==> src/hdl/bitmap_page_allocator_next_fit_top_macros.svh <==
// assertion macros shared by the page allocator rtl
// no dependencies; included by the modules that carry assertions
`ifndef BITMAP_PAGE_ALLOCATOR_NEXT_FIT_TOP_MACROS_SVH
`define BITMAP_PAGE_ALLOCATOR_NEXT_FIT_TOP_MACROS_SVH

`ifndef NO_ASSERTIONS

// check that is switched off while reset is held
`define BPA_ASSERT_RST(label, clk, rst_n, prop, msg) \
    label: assert property (@(posedge clk) disable iff (!rst_n) prop) else $error(msg);

// check that also runs through reset
`define BPA_ASSERT_ALWAYS(label, clk, prop, msg) \
    label: assert property (@(posedge clk) prop) else $error(msg);

`else

`define BPA_ASSERT_RST(label, clk, rst_n, prop, msg)
`define BPA_ASSERT_ALWAYS(label, clk, prop, msg)

`endif

`endif

==> src/hdl/bpa_pkg.sv <==
// shared types and constants of the bitmap page allocator
// no dependencies; imported by every module of the block
package bpa_pkg;

    // bitmap memory word geometry
    localparam int WORD_BITS = 32;
    localparam int WORD_LOG = 5;

    // page frame geometry
    localparam int FRAME_SHIFT = 12;
    localparam int FRAME_BITS = 20;
    localparam int ADDR_BITS = 32;
    localparam int PAGES_BITS = 11;

    // configuration port
    localparam int CFG_DATA_W = 20;
    localparam logic [FRAME_BITS-1:0] BASE_RESET = 20'd1024;
    localparam logic [PAGES_BITS-1:0] PAGES_RESET = 11'd1024;

    typedef enum logic {
        CFG_BASE  = 1'b0,
        CFG_PAGES = 1'b1
    } t_cfg_idx;

    typedef enum logic {
        ACT_ALLOC = 1'b0,
        ACT_FREE  = 1'b1
    } t_action;

    typedef enum logic [1:0] {
        ST_ALLOC   = 2'd0,
        ST_FULL    = 2'd1,
        ST_FREED   = 2'd2,
        ST_OUTSIDE = 2'd3
    } t_status;

    typedef struct packed {
        t_action               action;
        logic [ADDR_BITS-1:0]  page_addr;
    } t_req;

    typedef struct packed {
        logic [ADDR_BITS-1:0]  alloc_addr;
        t_status               status;
    } t_rsp;

    // controller to datapath
    typedef struct packed {
        logic clr_en;
        logic start;
        logic init;
        logic rd_en;
        logic wr_en;
        logic next_word;
        logic set_full;
        logic set_outside;
        logic publish;
    } t_cmd;

    // datapath to controller
    typedef struct packed {
        logic clr_done;
        logic is_free;
        logic free_ok;
        logic n_zero;
        logic found;
        logic scan_end;
    } t_sts;

endpackage

==> src/hdl/bpa_ctrl.sv <==
// controller state machine of the bitmap page allocator
// depends on bpa_pkg and the assertion macro header
`include "bitmap_page_allocator_next_fit_top_macros.svh"

module bpa_ctrl (
    input  logic           i_clk,
    input  logic           i_rst_n,
    input  logic           i_req_valid,
    output logic           o_req_ready,
    output logic           o_rsp_valid,
    input  logic           i_rsp_ready,
    input  bpa_pkg::t_sts  i_sts,
    output bpa_pkg::t_cmd  o_cmd
);
    import bpa_pkg::*;

    typedef enum logic [2:0] {
        S_CLEAR,
        S_IDLE,
        S_DISPATCH,
        S_READ,
        S_EVAL,
        S_FIN
    } t_state;

    t_state r_state;
    t_state n_state;
    logic   r_out_valid;
    t_cmd   cmd;

    // next state and commands
    always_comb begin
        n_state = r_state;
        cmd = '0;
        case (r_state)
            S_CLEAR: begin
                cmd.clr_en = 1'b1;
                if (i_sts.clr_done) begin
                    n_state = S_IDLE;
                end
            end
            S_IDLE: begin
                if (i_req_valid) begin
                    cmd.start = 1'b1;
                    n_state = S_DISPATCH;
                end
            end
            S_DISPATCH: begin
                cmd.init = 1'b1;
                if (i_sts.is_free) begin
                    if (!i_sts.free_ok) begin
                        cmd.set_outside = 1'b1;
                        n_state = S_FIN;
                    end else begin
                        n_state = S_READ;
                    end
                end else if (i_sts.n_zero) begin
                    cmd.set_full = 1'b1;
                    n_state = S_FIN;
                end else begin
                    n_state = S_READ;
                end
            end
            S_READ: begin
                cmd.rd_en = 1'b1;
                n_state = S_EVAL;
            end
            S_EVAL: begin
                if (i_sts.is_free || i_sts.found) begin
                    cmd.wr_en = 1'b1;
                    n_state = S_FIN;
                end else if (i_sts.scan_end) begin
                    cmd.set_full = 1'b1;
                    n_state = S_FIN;
                end else begin
                    cmd.next_word = 1'b1;
                    n_state = S_READ;
                end
            end
            S_FIN: begin
                if (!r_out_valid || i_rsp_ready) begin
                    cmd.publish = 1'b1;
                    n_state = S_IDLE;
                end
            end
            default: begin
                n_state = S_CLEAR;
            end
        endcase
    end

    // state and output valid
    always_ff @(posedge i_clk) begin
        if (!i_rst_n) begin
            r_state <= S_CLEAR;
            r_out_valid <= 1'b0;
        end else begin
            r_state <= n_state;
            if (cmd.publish) begin
                r_out_valid <= 1'b1;
            end else if (i_rsp_ready) begin
                r_out_valid <= 1'b0;
            end
        end
    end

    assign o_cmd = cmd;
    assign o_req_ready = (r_state == S_IDLE);
    assign o_rsp_valid = r_out_valid;

    `BPA_ASSERT_RST(a_accept_dispatch, i_clk, i_rst_n, (o_req_ready && i_req_valid) |=> (r_state == S_DISPATCH), "accepted request did not dispatch")
    `BPA_ASSERT_RST(a_rise_from_fin, i_clk, i_rst_n, $rose(r_out_valid) |-> ($past(r_state) == S_FIN), "result shown outside finish")
    `BPA_ASSERT_ALWAYS(a_reset_clear, i_clk, (!i_rst_n) |=> (!r_out_valid && r_state == S_CLEAR), "reset did not restart clearing")

endmodule

==> src/hdl/bpa_dpath.sv <==
// datapath of the bitmap page allocator: config, bitmap memory, scan logic
// depends on bpa_pkg and the assertion macro header
`include "bitmap_page_allocator_next_fit_top_macros.svh"

module bpa_dpath #(
    parameter int MAX_POOL_PAGES = 1024
) (
    input  logic                           i_clk,
    input  logic                           i_rst_n,
    input  logic                           i_cfg_valid,
    input  bpa_pkg::t_cfg_idx              i_cfg_index,
    input  logic [bpa_pkg::CFG_DATA_W-1:0] i_cfg_data,
    input  bpa_pkg::t_req                  i_req,
    input  bpa_pkg::t_cmd                  i_cmd,
    output bpa_pkg::t_sts                  o_sts,
    output bpa_pkg::t_rsp                  o_rsp
);
    import bpa_pkg::*;

    localparam int WORDS = (MAX_POOL_PAGES + WORD_BITS - 1) / WORD_BITS;
    localparam int AW = (WORDS > 1) ? $clog2(WORDS) : 1;
    localparam int IW = AW + WORD_LOG;
    localparam int CW = IW + 1;
    localparam logic [AW-1:0] LAST_WORD = AW'(WORDS - 1);
    localparam logic [FRAME_BITS:0] MAX_PAGES_W = (FRAME_BITS + 1)'(MAX_POOL_PAGES);
    localparam logic [WORD_BITS-1:0] ALL1 = '1;

    // configuration and control registers
    logic [FRAME_BITS-1:0] r_base;
    logic [PAGES_BITS-1:0] r_pages;
    logic [CW-1:0]         r_cursor;
    logic [AW-1:0]         r_clr;

    // payload registers
    logic [CW-1:0]         r_n;
    t_req                  r_req;
    logic [AW-1:0]         r_w;
    logic [IW-1:0]         r_lo;
    logic                  r_phase2;
    logic [WORD_LOG-1:0]   r_bit;
    t_rsp                  r_res;
    t_rsp                  r_out;
    logic [WORD_BITS-1:0]  r_rd;
    logic [WORD_BITS-1:0]  r_mem [WORDS];

    logic [FRAME_BITS:0]   room;
    logic [FRAME_BITS:0]   pages_ext;
    logic [FRAME_BITS:0]   n_a;
    logic [FRAME_BITS:0]   n_b;
    logic [FRAME_BITS-1:0] frame;
    logic [FRAME_BITS-1:0] off;
    logic                  free_ok;
    logic [IW-1:0]         off_idx;
    logic [IW-1:0]         lo_init;
    logic [CW-1:0]         n_m1;
    logic [AW-1:0]         last_w;
    logic [WORD_BITS-1:0]  lo_mask;
    logic [WORD_BITS-1:0]  hi_mask;
    logic [WORD_BITS-1:0]  cand;
    logic [WORD_BITS-1:0]  sel;
    logic [WORD_LOG-1:0]   sel_idx;
    logic [IW-1:0]         page_idx;
    logic [FRAME_BITS-1:0] found_frame;
    logic                  is_alloc;
    logic                  mem_we;
    logic [AW-1:0]         mem_wa;
    logic [WORD_BITS-1:0]  mem_wd;

    // effective pool size, saturated to the memory depth and the frame limit
    assign room = {1'b1, {FRAME_BITS{1'b0}}} - {1'b0, r_base};
    assign pages_ext = (FRAME_BITS + 1)'(r_pages);
    assign n_a = (pages_ext < MAX_PAGES_W) ? pages_ext : MAX_PAGES_W;
    assign n_b = (n_a < room) ? n_a : room;

    // free address decode
    assign frame = r_req.page_addr[ADDR_BITS-1:FRAME_SHIFT];
    assign off = frame - r_base;
    assign free_ok = (frame >= r_base) && ({1'b0, off} < (FRAME_BITS + 1)'(r_n));
    assign off_idx = off[IW-1:0];

    // scan start, restarting at the bottom when the cursor is outside the pool
    assign lo_init = (r_cursor >= r_n) ? '0 : r_cursor[IW-1:0];
    assign n_m1 = r_n - CW'(1);
    assign last_w = n_m1[IW-1:WORD_LOG];

    // candidate free bits of the current word
    assign lo_mask = (r_w == r_lo[IW-1:WORD_LOG]) ? (ALL1 << r_lo[WORD_LOG-1:0]) : ALL1;
    assign hi_mask = ({1'b0, r_w} == r_n[CW-1:WORD_LOG]) ?
                     ~(ALL1 << r_n[WORD_LOG-1:0]) : ALL1;
    assign cand = ~r_rd & lo_mask & hi_mask;
    assign sel = cand & (~cand + 32'd1);

    // lowest candidate to bit index
    always_comb begin
        sel_idx = '0;
        for (int b = 0; b < WORD_BITS; b++) begin
            sel_idx = sel_idx | (WORD_LOG'(b) & {WORD_LOG{sel[b]}});
        end
    end

    assign page_idx = {r_w, sel_idx};
    assign found_frame = r_base + FRAME_BITS'(page_idx);
    assign is_alloc = (r_req.action == ACT_ALLOC);

    // config registers, cursor and clearing pointer
    always_ff @(posedge i_clk) begin
        if (!i_rst_n) begin
            r_base <= BASE_RESET;
            r_pages <= PAGES_RESET;
            r_cursor <= '0;
            r_clr <= '0;
        end else begin
            if (i_cfg_valid) begin
                case (i_cfg_index)
                    CFG_BASE:  r_base <= i_cfg_data;
                    CFG_PAGES: r_pages <= i_cfg_data[PAGES_BITS-1:0];
                    default:   r_base <= r_base;
                endcase
            end
            if (i_cmd.clr_en) begin
                r_clr <= r_clr + AW'(1);
            end
            if (i_cmd.set_full) begin
                r_cursor <= r_n;
            end else if (i_cmd.next_word && (r_w == last_w) && !r_phase2) begin
                r_cursor <= r_n;
            end else if (i_cmd.wr_en && is_alloc && !r_phase2) begin
                r_cursor <= CW'(page_idx);
            end
        end
    end

    // scan state and results
    always_ff @(posedge i_clk) begin
        r_n <= n_b[CW-1:0];
        if (i_cmd.start) begin
            r_req <= i_req;
        end
        if (i_cmd.init) begin
            r_phase2 <= 1'b0;
            if (r_req.action == ACT_FREE) begin
                r_w <= off_idx[IW-1:WORD_LOG];
                r_bit <= off_idx[WORD_LOG-1:0];
            end else begin
                r_w <= lo_init[IW-1:WORD_LOG];
                r_lo <= lo_init;
            end
        end
        if (i_cmd.next_word) begin
            if ((r_w == last_w) && !r_phase2) begin
                r_phase2 <= 1'b1;
                r_w <= '0;
                r_lo <= '0;
            end else begin
                r_w <= r_w + AW'(1);
            end
        end
        if (i_cmd.wr_en) begin
            if (is_alloc) begin
                r_res <= '{alloc_addr: {found_frame, {FRAME_SHIFT{1'b0}}}, status: ST_ALLOC};
            end else begin
                r_res <= '{alloc_addr: '0, status: ST_FREED};
            end
        end
        if (i_cmd.set_full) begin
            r_res <= '{alloc_addr: '0, status: ST_FULL};
        end
        if (i_cmd.set_outside) begin
            r_res <= '{alloc_addr: '0, status: ST_OUTSIDE};
        end
        if (i_cmd.publish) begin
            r_out <= r_res;
        end
    end

    // bitmap memory: clearing sweep, set on allocate, clear on free
    assign mem_we = i_cmd.clr_en | i_cmd.wr_en;
    assign mem_wa = i_cmd.clr_en ? r_clr : r_w;
    assign mem_wd = i_cmd.clr_en ? '0 :
                    is_alloc ? (r_rd | sel) : (r_rd & ~(WORD_BITS'(1) << r_bit));

    always_ff @(posedge i_clk) begin
        if (mem_we) begin
            r_mem[mem_wa] <= mem_wd;
        end
        if (i_cmd.rd_en) begin
            r_rd <= r_mem[r_w];
        end
    end

    // status to the controller
    assign o_sts.clr_done = (r_clr == LAST_WORD);
    assign o_sts.is_free = (r_req.action == ACT_FREE);
    assign o_sts.free_ok = free_ok;
    assign o_sts.n_zero = (r_n == '0);
    assign o_sts.found = |cand;
    assign o_sts.scan_end = r_phase2 && (r_w == last_w);
    assign o_rsp = r_out;

    `BPA_ASSERT_RST(a_rd_in_range, i_clk, i_rst_n, i_cmd.rd_en |-> (r_w <= LAST_WORD), "bitmap read past depth")
    `BPA_ASSERT_RST(a_alloc_bit_free, i_clk, i_rst_n, (i_cmd.wr_en && is_alloc) |-> ((|cand) && ((r_rd & sel) == '0)), "allocated a used page")
    `BPA_ASSERT_RST(a_cursor_in_pool, i_clk, i_rst_n, (i_cmd.wr_en && is_alloc && !r_phase2) |=> (r_cursor < r_n), "cursor left outside pool")

endmodule

==> src/hdl/bitmap_page_allocator_next_fit_top.sv <==
// top level of the next-fit bitmap page allocator
// depends on bpa_pkg, bpa_ctrl and bpa_dpath
//
//   channel   direction  payload                        handshake
//   req       in         t_req {action, page_addr}      i_req_valid / o_req_ready
//   rsp       out        t_rsp {alloc_addr, status}     o_rsp_valid / i_rsp_ready
//   cfg       in         i_cfg_index, i_cfg_data        i_cfg_valid / o_cfg_ready
//
// request to request: a free steps through idle, dispatch, read, evaluate and finish,
// but skips read and evaluate for a page outside the pool; an allocate has a read and
// an evaluate per word scanned, none on an empty pool, up to a partial and a full pass.
// after reset a clearing pass writes ceil(MAX_POOL_PAGES/32) words, one per cycle,
// before the first request is taken; config writes are taken during it.
// a result waits in the output register; the next request is taken meanwhile and its
// finish step holds until the previous result is read.
module bitmap_page_allocator_next_fit_top #(
    parameter int MAX_POOL_PAGES = 1024
) (
    input  logic                           i_clk,
    input  logic                           i_rst_n,
    input  logic                           i_req_valid,
    output logic                           o_req_ready,
    input  bpa_pkg::t_req                  i_req,
    output logic                           o_rsp_valid,
    input  logic                           i_rsp_ready,
    output bpa_pkg::t_rsp                  o_rsp,
    input  logic                           i_cfg_valid,
    output logic                           o_cfg_ready,
    input  bpa_pkg::t_cfg_idx              i_cfg_index,
    input  logic [bpa_pkg::CFG_DATA_W-1:0] i_cfg_data
);
    import bpa_pkg::*;

    t_cmd cmd;
    t_sts sts;

    // the user must write config only while idle; the block does not enforce it, so writes are always taken
    assign o_cfg_ready = 1'b1;

    // controller
    bpa_ctrl u_ctrl (
        .i_clk       (i_clk),
        .i_rst_n     (i_rst_n),
        .i_req_valid (i_req_valid),
        .o_req_ready (o_req_ready),
        .o_rsp_valid (o_rsp_valid),
        .i_rsp_ready (i_rsp_ready),
        .i_sts       (sts),
        .o_cmd       (cmd)
    );

    // datapath
    bpa_dpath #(
        .MAX_POOL_PAGES (MAX_POOL_PAGES)
    ) u_dpath (
        .i_clk       (i_clk),
        .i_rst_n     (i_rst_n),
        .i_cfg_valid (i_cfg_valid),
        .i_cfg_index (i_cfg_index),
        .i_cfg_data  (i_cfg_data),
        .i_req       (i_req),
        .i_cmd       (cmd),
        .o_sts       (sts),
        .o_rsp       (o_rsp)
    );

endmodule
==> config.mk <==
export PLATFORM = sky130hd
export DESIGN_NAME = bitmap_page_allocator_next_fit_top
export DESIGN_NICKNAME = d
export VERILOG_FILES = /design/src/hdl/bpa_pkg.sv /design/src/hdl/bpa_ctrl.sv /design/src/hdl/bpa_dpath.sv /design/src/hdl/bitmap_page_allocator_next_fit_top.sv
export VERILOG_INCLUDE_DIRS = /design/src /design/src/hdl
export SDC_FILE = /design/constraint.sdc
export NUM_CORES = 1
export LEC_CHECK = 0
export BUFFER_PORTS_ARGS = -buffer_cell sky130_fd_sc_hd__buf_2
export CAP_MARGIN = 20
export CORE_UTILIZATION = 57
export DETAILED_ROUTE_END_ITERATION = 8
export PLACE_DENSITY = 0.83
export SLEW_MARGIN = 20
export SYNTH_ARGS = -nofsm -noshare
export SYNTH_HDL_FRONTEND = slang
export SYNTH_SLANG_ARGS = --single-unit
==> constraint.sdc <==
create_clock -name i_clk -period 5.1 [get_ports i_clk]
set_input_delay 0.255 -clock i_clk [delete_from_list [all_inputs] [get_ports i_clk]]
set_output_delay 0.255 -clock i_clk [all_outputs]
set_load 0.01 [all_outputs]
-- After elaboration in Yosys (flattened, before gate mapping)
Memories as Yosys holds them, arrays and structs flattened. A register that Yosys moved wholly into a read port is not among the register bits.
Index checks and enable logic that the tools add are counted.
- $add $sub $neg: 7
- $mul: 0
- div/mod/pow operators: 0
- order comparisons: 5
- equality and inequality tests: 12
- shift operators: 3
- muxes and demuxes: 56
- bitwise operators: 42
- reduce and logical (&&, ||, !) cells: 23
- operator list (kind ; number):
    32-bit bitwise AND ; 4
    32-bit 2-to-1 mux ; 4
    32-bit inverter ; 4
    5-bit bitwise OR ; 16
    32-bit by 5-bit left shift with 32-bit output, first input constant ; 2
    11-bit 2-to-1 mux ; 5
    10-bit 2-to-1 mux ; 5
    5-bit by 4-bit bitwise OR with 5-bit output ; 8
    34-bit 2-to-1 mux ; 1
    32-bit by 1-bit adder with 32-bit output, second input constant ; 1
    32-bit bitwise OR ; 1
    32-bit OR reduction ; 1
    1-bit by 5-bit left shift with 32-bit output, first input constant ; 1
    5-bit 2-to-1 mux ; 5
    3-bit 2-to-1 mux ; 8
    1-bit 2-to-1 mux ; 22
    11-bit by 21-bit less-than comparator with 1-bit output ; 1
    21-bit by 20-bit subtractor with 21-bit output, first input constant ; 1
    20-bit by 10-bit adder with 20-bit output ; 1
    20-bit >= comparator ; 1
    20-bit by 11-bit less-than comparator with 1-bit output ; 1
    5-bit by 3-bit bitwise OR with 5-bit output ; 4
    20-bit subtractor ; 1
    3-bit one-hot mux with 6 select lines ; 1
    28 further kinds ; 49
- register bits after elaboration: 184
- bits in latches: 0
- bits in writable memories: 1024
- memory bits (read-only): 0
- input port bits: 59
- output and inout bits: 37
- word-level logic and storage cells: 167
- memories kept: 1
- memories (memory ; depth ; width ; rd ports ; clocked after memory_dff ; wr ports ; RTL line ; source):
    u_dpath.r_mem ; 32 ; 32 ; 1 ; 1 ; 1 ; bpa_dpath.sv:44 ; logic [WORD_BITS-1:0] r_mem [WORDS];

-- Longest topological paths before layout
Gate-level depths: netlist (run 1).
- depth in word-level cells: 41
- depth in mapped cells: 27
- gate-level depth less buffers: 22

-- Modules after synthesis
From an unflattened synthesis (run 1), not the netlist that was laid out.
- cell total of the unflattened synthesis: 3353
- area total of the unflattened synthesis: 51130.3 µm²
- modules (own cells, without submodules) (module ; instances ; cells an instance ; area an instance (µm²)):
    bpa_dpath ; 1 ; 3303 ; 50759.9
    bpa_ctrl ; 1 ; 48 ; 359.1
    bitmap_page_allocator_next_fit_top ; 1 ; 2 ; 11.3

-- Worst setup path before layout (run 1)
Ideal clock, no wire load.
- kind: register to register
- start point: register u_dpath.r_w[2]
- end point: register u_dpath.r_res[31] (netlist name)
- data arrival time: 5.247 ns
- required time: 5.030 ns
- slack: -0.217 ns
- cell stages (with the launch flop): 26
- period minus slack after synthesis: 5.317 ns
- cells stage by stage: edfxtp_1 buf_6 xnor2_2 and4_4 buf_6 buf_6 buf_6 and2_4 a221o_1 and4b_1 and4_4 buf_6 and2_1 a211o_1 or4_4 ha_1 a21o_1 a21o_1 a21o_1 a31oi_1 o21ai_0 o21a_1 o211a_1 xnor2_1 or3_1 a21oi_1
- longest elaborated chain between the ends: 39
- elaborated cells between the ends (all ways): 51
- classes of those cells: add/sub: 2; eq/ne: 3; mux: 8; bitwise: 34; reduce/logical: 4
- RTL lines (item ; RTL line ; source):
    start, declared ; bpa_dpath.sv:37 ; logic [AW-1:0] r_w;
    start signal, assigned ; bpa_dpath.sv:142 ; r_w <= off_idx[IW-1:WORD_LOG];
    start signal, assigned ; bpa_dpath.sv:145 ; r_w <= lo_init[IW-1:WORD_LOG];
    start signal, assigned ; bpa_dpath.sv:155 ; r_w <= r_w + AW'(1);
    5-bit == test ; bpa_dpath.sv:87 ; assign lo_mask = (r_w == r_lo[IW-1:WORD_LOG]) ? (ALL1 << r_lo[WORD_LOG-1:0]) : ALL1;
    32-bit 2-to-1 mux ; bpa_dpath.sv:87 ;
    32-bit bitwise AND (2 in a row) ; bpa_dpath.sv:90 ; assign cand = ~r_rd & lo_mask & hi_mask;
    32-bit inverter ; bpa_dpath.sv:91 ; assign sel = cand & (~cand + 32'd1);
    32-bit by 1-bit adder with 32-bit output ; bpa_dpath.sv:91 ;
    32-bit bitwise AND ; bpa_dpath.sv:91 ;
    1-bit by 2-bit bitwise OR with 2-bit output ; bpa_dpath.sv:97 ; sel_idx = sel_idx | (WORD_LOG'(b) & {WORD_LOG{sel[b]}});
    5-bit by 2-bit bitwise OR with 5-bit output ; bpa_dpath.sv:97 ;
    5-bit by 3-bit bitwise OR with 5-bit output (4 in a row) ; bpa_dpath.sv:97 ;
    5-bit by 4-bit bitwise OR with 5-bit output (8 in a row) ; bpa_dpath.sv:97 ;
    5-bit bitwise OR (16 in a row) ; bpa_dpath.sv:97 ;
    20-bit by 10-bit adder with 20-bit output ; bpa_dpath.sv:102 ; assign found_frame = r_base + FRAME_BITS'(page_idx);
    34-bit 2-to-1 mux ; bpa_dpath.sv:159 ; if (is_alloc) begin
    end signal, assigned ; bpa_dpath.sv:160 ; r_res <= '{alloc_addr: {found_frame, {FRAME_SHIFT{1'b0}}}, status: ST_ALLOC};
    end signal, assigned ; bpa_dpath.sv:162 ; r_res <= '{alloc_addr: '0, status: ST_FREED};
    end signal, assigned ; bpa_dpath.sv:166 ; r_res <= '{alloc_addr: '0, status: ST_FULL};
    end, declared ; bpa_dpath.sv:41 ; t_rsp r_res;
Parallel ways exist; a longest one is shown, timed or not.
A chain may end at the register's enable or synchronous reset.

-- Worst setup path after layout (run 1)
Ends and elaborated chain as after synthesis.

==> flow_summary.toml, run 1 <==
[synthesis]
async_flop_share = 0
synth_xor_area_frac = 0.00880
ys_seq_elements = 1204
muxShareOfSynthArea = 0.153
yosys.area_share.simple = 0.0536
synth_top_family_by_area = "multiplexers"
synth.distinct_cells = 85
syn_area_per_cell_um2 = 17.4
synth_fa_ha_area_frac = 0.0171
syn_area_um2 = 50600
synth-seq-area-share = 0.695
synth_flop_cell = "edfxtp_1"
synth-edff-count = 1109
synthCells = 2906
synth_compound_area_frac = 0.0524
yosys_warnings = 0

[critical_path]
cp.depth = 23
ff2ff_setup_slack_ns = -0.03
regToRegEndpoint = "u_dpath.r_res[31]"
cpPeakStageDelay_ns = 0.61
r2r-start = "u_dpath.r_w[2]"
path_class = "flop to flop"
endpoint_kind = "flop"
crit_path_top_delay_cell = "or4_4"
path_buf_inv = 3
reg2reg_depth = 23
crit_arrival_ns = 5.77
critical_path.top_delay_family = "simple AND/OR/NAND/NOR gates"
cp_common_cell = "a21o_1"
cp.required_ns = 5.74
crit_fanout = 7
crit_path_cell_trace = "buf_6, xnor2_2, and4_4, buf_12, and2_4, a221o_1, and4b_1, and4_4, nand2_1, buf_4, o21ai_1, or4_4, ha_4, a21o_1, a21o_1, a21o_1, a31oi_4, o21ai_2, o21a_1, o211a_1, xnor2_1, or3_1, a21oi_2"
crit_path_start_kind = "flop"

[cells_and_area]
final_util = 0.685
syn2layout_area_growth_pct = 18.3
finalNonFillerCells = 4557
final_cell_area_um2 = 59900
fillers = 5251
drive_gt1_frac = 0.322
nNetsFinal = 3431

[placed_design]
place_congestion = 1.00
dpl-instance-area_um2 = 54600
placedCellCount = 4270
place_hpwl_um = 87000
portBuffers = 70

[grt]
track_usage = 0.334
antenna_found_initial = 2
grt_pass1_vias = 31548
grt_start_max_net_pins = 114
grt_overflow_total = 0
grt_pass1_wl_um = 215000

[timing]
clock_skew_ns = 0.0690
relSlewSlack = 0.172
fmax_mhz = 195
finalWorstSetupSlack_ns = -0.0311
rsz0062_at_grt = "true"
finalMaxSlewViolations = 0
fin_crit_ns = 5.13
hold_viol = 0
post-route-period-util = 1.01
setup_tns_ns = -0.0891
tightest_slew_ns = 1.24
setup_viol = 5

[floorplanning]
die_area_um2 = 90000
die_w_um = 300
rows = 108
die_h_um = 300
io-pin-count = 96
core-area_um2 = 87400
start_util = 0.579

[min_path]
min_from = "i_cfg_index"
holdPathEnd = "u_dpath.r_base[9]"
hold_path_depth = 5
min_path_type = "primary input to flop"

[pwr]
ir_worst_vdd_v = 0.000329
p_per_area_nw_per_um2 = 339
p_leak_nw = 20.6

[cts]
cts_buffers = 114
cts_num_sinks = 1204
clk_pin_slew_worst_paths_ns = 0.06
cts_tree = "yes"
clockBufferDepth = 3
htree_levels = 3
cts-root-buf = "clkbuf_16"
clk-insertion-delay-late_ns = 0.73

[outcome]
status = "complete, but fails checks"
failed_checks = "negative setup slack"

[route]
antenna_left = 0
routed_via_density = 6.83
drc = 0
vias = 31147
drt-total-wl_um = 150000
drtPass1Iterations = 8
wl_per_cell_um = 32.8
drt_iter0_drc = 4308

[run]
cap_violations = 0
how the worst max path moves through the flow:
stage              startpoint                 to
2_1_floorplan  u_dpath.r_w[2]  u_dpath.r_res[31]
6_report       u_dpath.r_w[2]  u_dpath.r_res[31]
3_5_place_dp   u_dpath.r_w[2]  u_dpath.r_res[31]
5_1_grt        u_dpath.r_w[1]  u_dpath.r_res[33]
3_3_place_gp   u_dpath.r_w[2]  u_dpath.r_res[31]
4_1_cts        u_dpath.r_w[2]  u_dpath.r_res[31]
power breakdown:
group	total, W	switching, W	internal [W]
logic	0.000598	0.000360	0.000239
clock network	0.00888	0.00384	0.00503
registers	0.0108	0.0000595	0.0108
total	0.0203	0.00426	0.0160
metal layers:
metal  vias to the layer above  part of all wire  track usage  wire (um)
li1                      12480                 -            -          -
met1                     15688              0.35        0.416      52000
met2                      2422              0.50        0.554      74100
met3                       555             0.094       0.0654      14100
met4                         2             0.063        0.186       9460
met5                         -          0.000067            0         10
state kept, by name (all words and copies together) (netlist names):
signal,flops
u_dpath.r_clr,5
u_dpath.r_phase2,1
u_dpath.r_pages,11
u_dpath.r_lo,10
u_ctrl.r_state,3
u_dpath.r_rd,32
u_dpath.frame,20
u_dpath.r_bit,5
u_dpath.r_w,5
u_dpath.r_res,22
u_dpath.o_sts,1
u_dpath.r_n,11
u_dpath.r_cursor,11
u_dpath.r_base,20
u_dpath.r_mem,1024
u_ctrl.o_rsp_valid,1
u_dpath.o_rsp,22
repair_timing:
item / 4_1_cts / 5_1_grt
hold endpoints to repair: 55 / 0
pin swaps: 14 / 53
buffers inserted: 7 / 20
setup endpoints to repair: 11 / 28
gates resized for setup: 33 / 99
hold buffers: 45 / 0
layout by cell type, fill, tap and decap left out, types with 12 or more instances in the layout:
master,Yosys,layout
clkbuf_1,83,18
buf_4,18,273
xor2_1,18,14
a21oi_1,137,101
o211ai_1,21,21
nor2_4,0,34
nor2_1,120,82
nand2_1,215,210
buf_12,0,19
o31ai_1,18,13
dfxtp_1,95,94
mux2i_1,18,18
mux4_2,320,320
buf_2,11,70
a21oi_2,1,35
inv_1,73,72
dlygate4sd3_1,0,45
mux2_2,33,33
o21ai_0,81,70
clkbuf_16,0,116
bufinv_16,0,16
xnor2_1,31,24
a31oi_2,1,12
ha_1,66,63
or3_1,25,22
clkinv_2,0,19
and3_1,16,14
edfxtp_1,1109,1109
a21o_1,26,26
nor2b_1,12,12
nand2b_1,22,20
nor3_1,31,28
clkinv_1,1,23
nand4_1,17,17
conb_1,2,13
nand3_1,37,34
metrics by stage:
stage	setup WS (ns)	hold WS, ns	total power (W)
after floorplan	-0.0494	0.344	0.0113
after global placement	-0.239	0.418	0.0115
after detailed placement	-0.321	0.419	0.0115
after CTS	-0.0406	0.0565	0.0203
after global routing	-0.239	0.110	0.0207
final	-0.0311	0.0849	0.0203
cells in the mapped netlist, types with 7 or more instances:
library cell / n / area [um2]
mux2_2: 33 / 372
o211ai_1: 21 / 158
a22oi_1: 10 / 75.1
dfxtp_1: 95 / 1900
nor2b_1: 12 / 75.1
or3_1: 25 / 156
nand3b_1: 11 / 82.6
ha_1: 66 / 826
nor2_1: 120 / 450
edfxtp_1: 1109 / 33300
and3_1: 16 / 100
clkbuf_1: 83 / 312
o21ai_0: 81 / 405
mux4_2: 320 / 7210
inv_1: 73 / 274
buf_4: 18 / 135
a21oi_1: 137 / 686
buf_2: 11 / 55.1
buf_1: 38 / 143
nand4_1: 17 / 106
nor3_1: 31 / 155
o31ai_1: 18 / 135
xnor2_1: 31 / 272
o21bai_1: 7 / 52.6
and2_1: 10 / 62.6
nand2_1: 215 / 807
mux2i_1: 18 / 180
nand2b_1: 22 / 138
nand3_1: 37 / 185
a31oi_1: 20 / 125
xor2_1: 18 / 158
o21a_1: 10 / 75.1
a21boi_0: 8 / 60.1
nor4_1: 15 / 93.8
or4_1: 10 / 75.1
a21o_1: 26 / 195
worst min-delay path: cells and delay by family:
family                 cells  cell delay, ns
buffers and inverters      2            0.30
AND/OR/NAND/NOR            2            0.14
AO/OA/AOI/OAI              1            0.05
cells by family (layout without fill, tap and decap cells):
group                    count (synthesis)  count (layout)
buffers and inverters                  231             714
adder cells (fa/ha/maj)                 68              68
AND/OR/NAND/NOR                        568             568
other                                    2              15
flip-flops                            1204            1204
multiplexers                           371             371
XOR/XNOR                                50              50
AO/OA/AOI/OAI                          412             412
cell type report:
| class | instances | area, um2 | area share |
|---|---|---|---|
| repair buffers | 427 | 3590 | 0.0599 |
| multi-input cells | 1482 | 15500 | 0.258 |
| clock inverters | 75 | 892 | 0.0149 |
| clock buffers | 137 | 3000 | 0.0501 |
| diodes | 2 | 5.00 | 0.0000836 |
| well taps | 1155 | 1450 | 0.0241 |
| inverters | 75 | 282 | 0.00470 |
| flip-flops and latches | 1204 | 35200 | 0.588 |
No activity file was read; power rests on OpenSTA's default activity.
==> run 2: changes to the inputs <==
Clock period 5.1 ns to 4.4 ns, I/O delays scaled along.
==> flow_summary.toml, run 2 (same netlist as run 1, synthesis figures left out) <==
[timing]
clock_skew_ns = 0.0422
fin_crit_ns = 5.27
finalMaxSlewViolations = 0
fmax_mhz = 190
hold_viol = 0
rsz0062_at_grt = "true"
tightest_slew_ns = 1.14
setup_viol = 16
relSlewSlack = 0.239
post-route-period-util = 1.20
finalWorstSetupSlack_ns = -0.869

[critical_path]
cpPeakStageDelay_ns = 0.44
reg2reg_depth = 24
crit_path_cell_trace = "xor2_1, nor3_2, clkbuf_16, buf_6, and2_4, a221oi_2, or3_4, buf_6, or4_4, a211o_1, o21ai_2, or4_4, inv_2, fa_2, nand3b_1, a21boi_2, o21ai_2, a21oi_2, o21ai_2, a21oi_2, nand3_2, xnor2_1, or3_1, a21oi_1"
r2r-start = "u_dpath.r_w[3]"
cp.required_ns = 5.06
crit_path_top_delay_cell = "edfxtp_1"
cp_common_cell = "o21ai_2"
path_class = "flop to flop"
endpoint_kind = "flop"
ff2ff_setup_slack_ns = -0.87
crit_path_start_kind = "flop"
crit_fanout = 6
crit_arrival_ns = 5.93
regToRegEndpoint = "u_dpath.r_res[32]"

[route]
routed_via_density = 6.77
vias = 31701
drc = 0
antenna_left = 0
drt_iter0_drc = 4133
drt-total-wl_um = 155000
drtPass1Iterations = 6
wl_per_cell_um = 33.0

[grt]
antenna_found_initial = 3
grt_pass1_wl_um = 221000
grt_use_met2 = 0.575
track_usage = 0.344
grt_start_max_net_pins = 74
met1_usage = 0.434
use_met3 = 0.0647
grt_overflow_total = 0
grt.busiest_layer = "met2"
grt_pass1_vias = 32423

[min_path]
min_from = "i_cfg_index"
holdPathEnd = "u_dpath.r_base[8]"
hold_path_depth = 5
min_path_type = "primary input to flop"

[cells_and_area]
largest_reg_flops = 1024
final_cell_area_um2 = 61800
final_common_cell = "edfxtp_1"
regMostFlops = "u_dpath.r_mem"
finalNonFillerCells = 4685
nNetsFinal = 3558
syn2layout_area_growth_pct = 22.1
antenna_cells = 0
final_cell_mix = "edfxtp_1, mux4_2, buf_4, nand2_1, clkbuf_16"
drive_gt1_frac = 0.351
reg_top3 = "u_dpath.r_mem: 1024 flops, u_dpath.r_rd: 32 flops"

[cts]
clockBufferDepth = 3
htree_levels = 3
clk-insertion-delay-late_ns = 0.73
cts_buffers = 116
cts-root-buf = "clkbuf_16"
clk_pin_slew_worst_paths_ns = 0.06
cts_tree = "yes"
cts_num_sinks = 1204

[pwr]
p_leak_nw = 21.4
p_sw_w = 0.00491
p_int_w = 0.0183
seqPwrFrac = 0.541
clkPwrFrac = 0.427
ir_worst_vdd_v = 0.000353
p_per_area_nw_per_um2 = 375
combPwrFrac = 0.033
p_sw_frac = 0.212

[outcome]
failed_checks = "negative setup slack"
status = "complete, but fails checks"

[placed_design]
placedCellCount = 4382
place_hpwl_um = 92400
place_congestion = 0.980
dpl-instance-area_um2 = 56400
portBuffers = 70

[floorplanning]
rows = 108
core-area_um2 = 87400
die_h_um = 300
io-pin-count = 96
die_area_um2 = 90000
start_util = 0.579
die_w_um = 300

[run]
cap_violations = 0
==> run 2: changes by cell type in the layout (fill, tap and decap cells not counted), sizes merged <==
cell      change
buf         +124
clkbuf       +10
bufinv        -8
clkinv        +2
clkinvlp      +2
diode         -2
==> run 2: cell type report <==
cell class,count,area [um2]
inverters,75,282
flip-flops and latches,1204,35200
clock inverters,71,643
repair buffers,552,5500
well taps,1155,1450
multi-input cells,1482,15700
fillers,5053,25600
clock buffers,146,3100
==> run 2: power by group through the flow <==
stage	sequential (W)	combinational (W)	clock [W]
after global placement	0.0128	0.000638	0
after CTS	0.0125	0.000721	0.00996
after floorplan	0.0127	0.000346	0
after detailed placement	0.0128	0.000659	0
after global routing	0.0125	0.000797	0.0104
final	0.0125	0.000757	0.00989
==> run 2: through the flow <==
stage          hold slack, ns  TNS, ns  power, W   util  worst slack [ns]
6_report                0.104    -9.73    0.0232  0.707            -0.869
5_1_grt                 0.103   -13.53    0.0237  0.707             -1.08
4_1_cts                0.0413    -8.94    0.0232  0.701            -0.794
3_5_place_dp            0.398   -20.03    0.0134  0.646             -1.13
3_3_place_gp            0.399   -16.76    0.0134  0.646             -1.02
2_1_floorplan           0.309   -17.09    0.0131      -            -0.734
==> run 2: per-layer routing <==
metal	wire length, um	share of wire
met1	53900	0.35
met2	77100	0.50
met3	14700	0.095
met4	8920	0.058
met5	49	0.00032
==> run 2: worst max-delay path: cells and delay by family, from the launching register on <==
family / cells / cell delay (ns)
AO/OA/AOI/OAI: 9 / 1.45
XOR/XNOR: 2 / 0.36
adder cells (fa/ha/maj): 1 / 0.35
buffers and inverters: 4 / 0.48
flip-flops: 1 / 0.44
AND/OR/NAND/NOR: 8 / 2.10
==> run 2: repair_timing <==
action | 4_1_cts | 5_1_grt
pin swaps | 40 | 36
resized for setup | 94 | 77
setup buffers | 29 | 15
hold buffers | 45 | 0
endpoints found under the setup margin | 75 | 646
cloned | 1 | 1
hold endpoints to repair | 60 | 0
==> run 2: worst max path at each step <==
stage	startpoint	endpoint	slack (ns)
floorplan	u_dpath.r_w[2]	u_dpath.r_res[31]	-0.73
global placement	u_dpath.r_n[2]	u_dpath.r_res[25]	-1.02
detailed placement	u_dpath.r_w[2]	u_dpath.r_res[31]	-1.13
CTS	u_dpath.r_w[2]	u_dpath.r_res[31]	-0.79
global route	u_dpath.r_w[3]	u_dpath.r_res[33]	-1.08
finish	u_dpath.r_w[3]	u_dpath.r_res[32]	-0.87
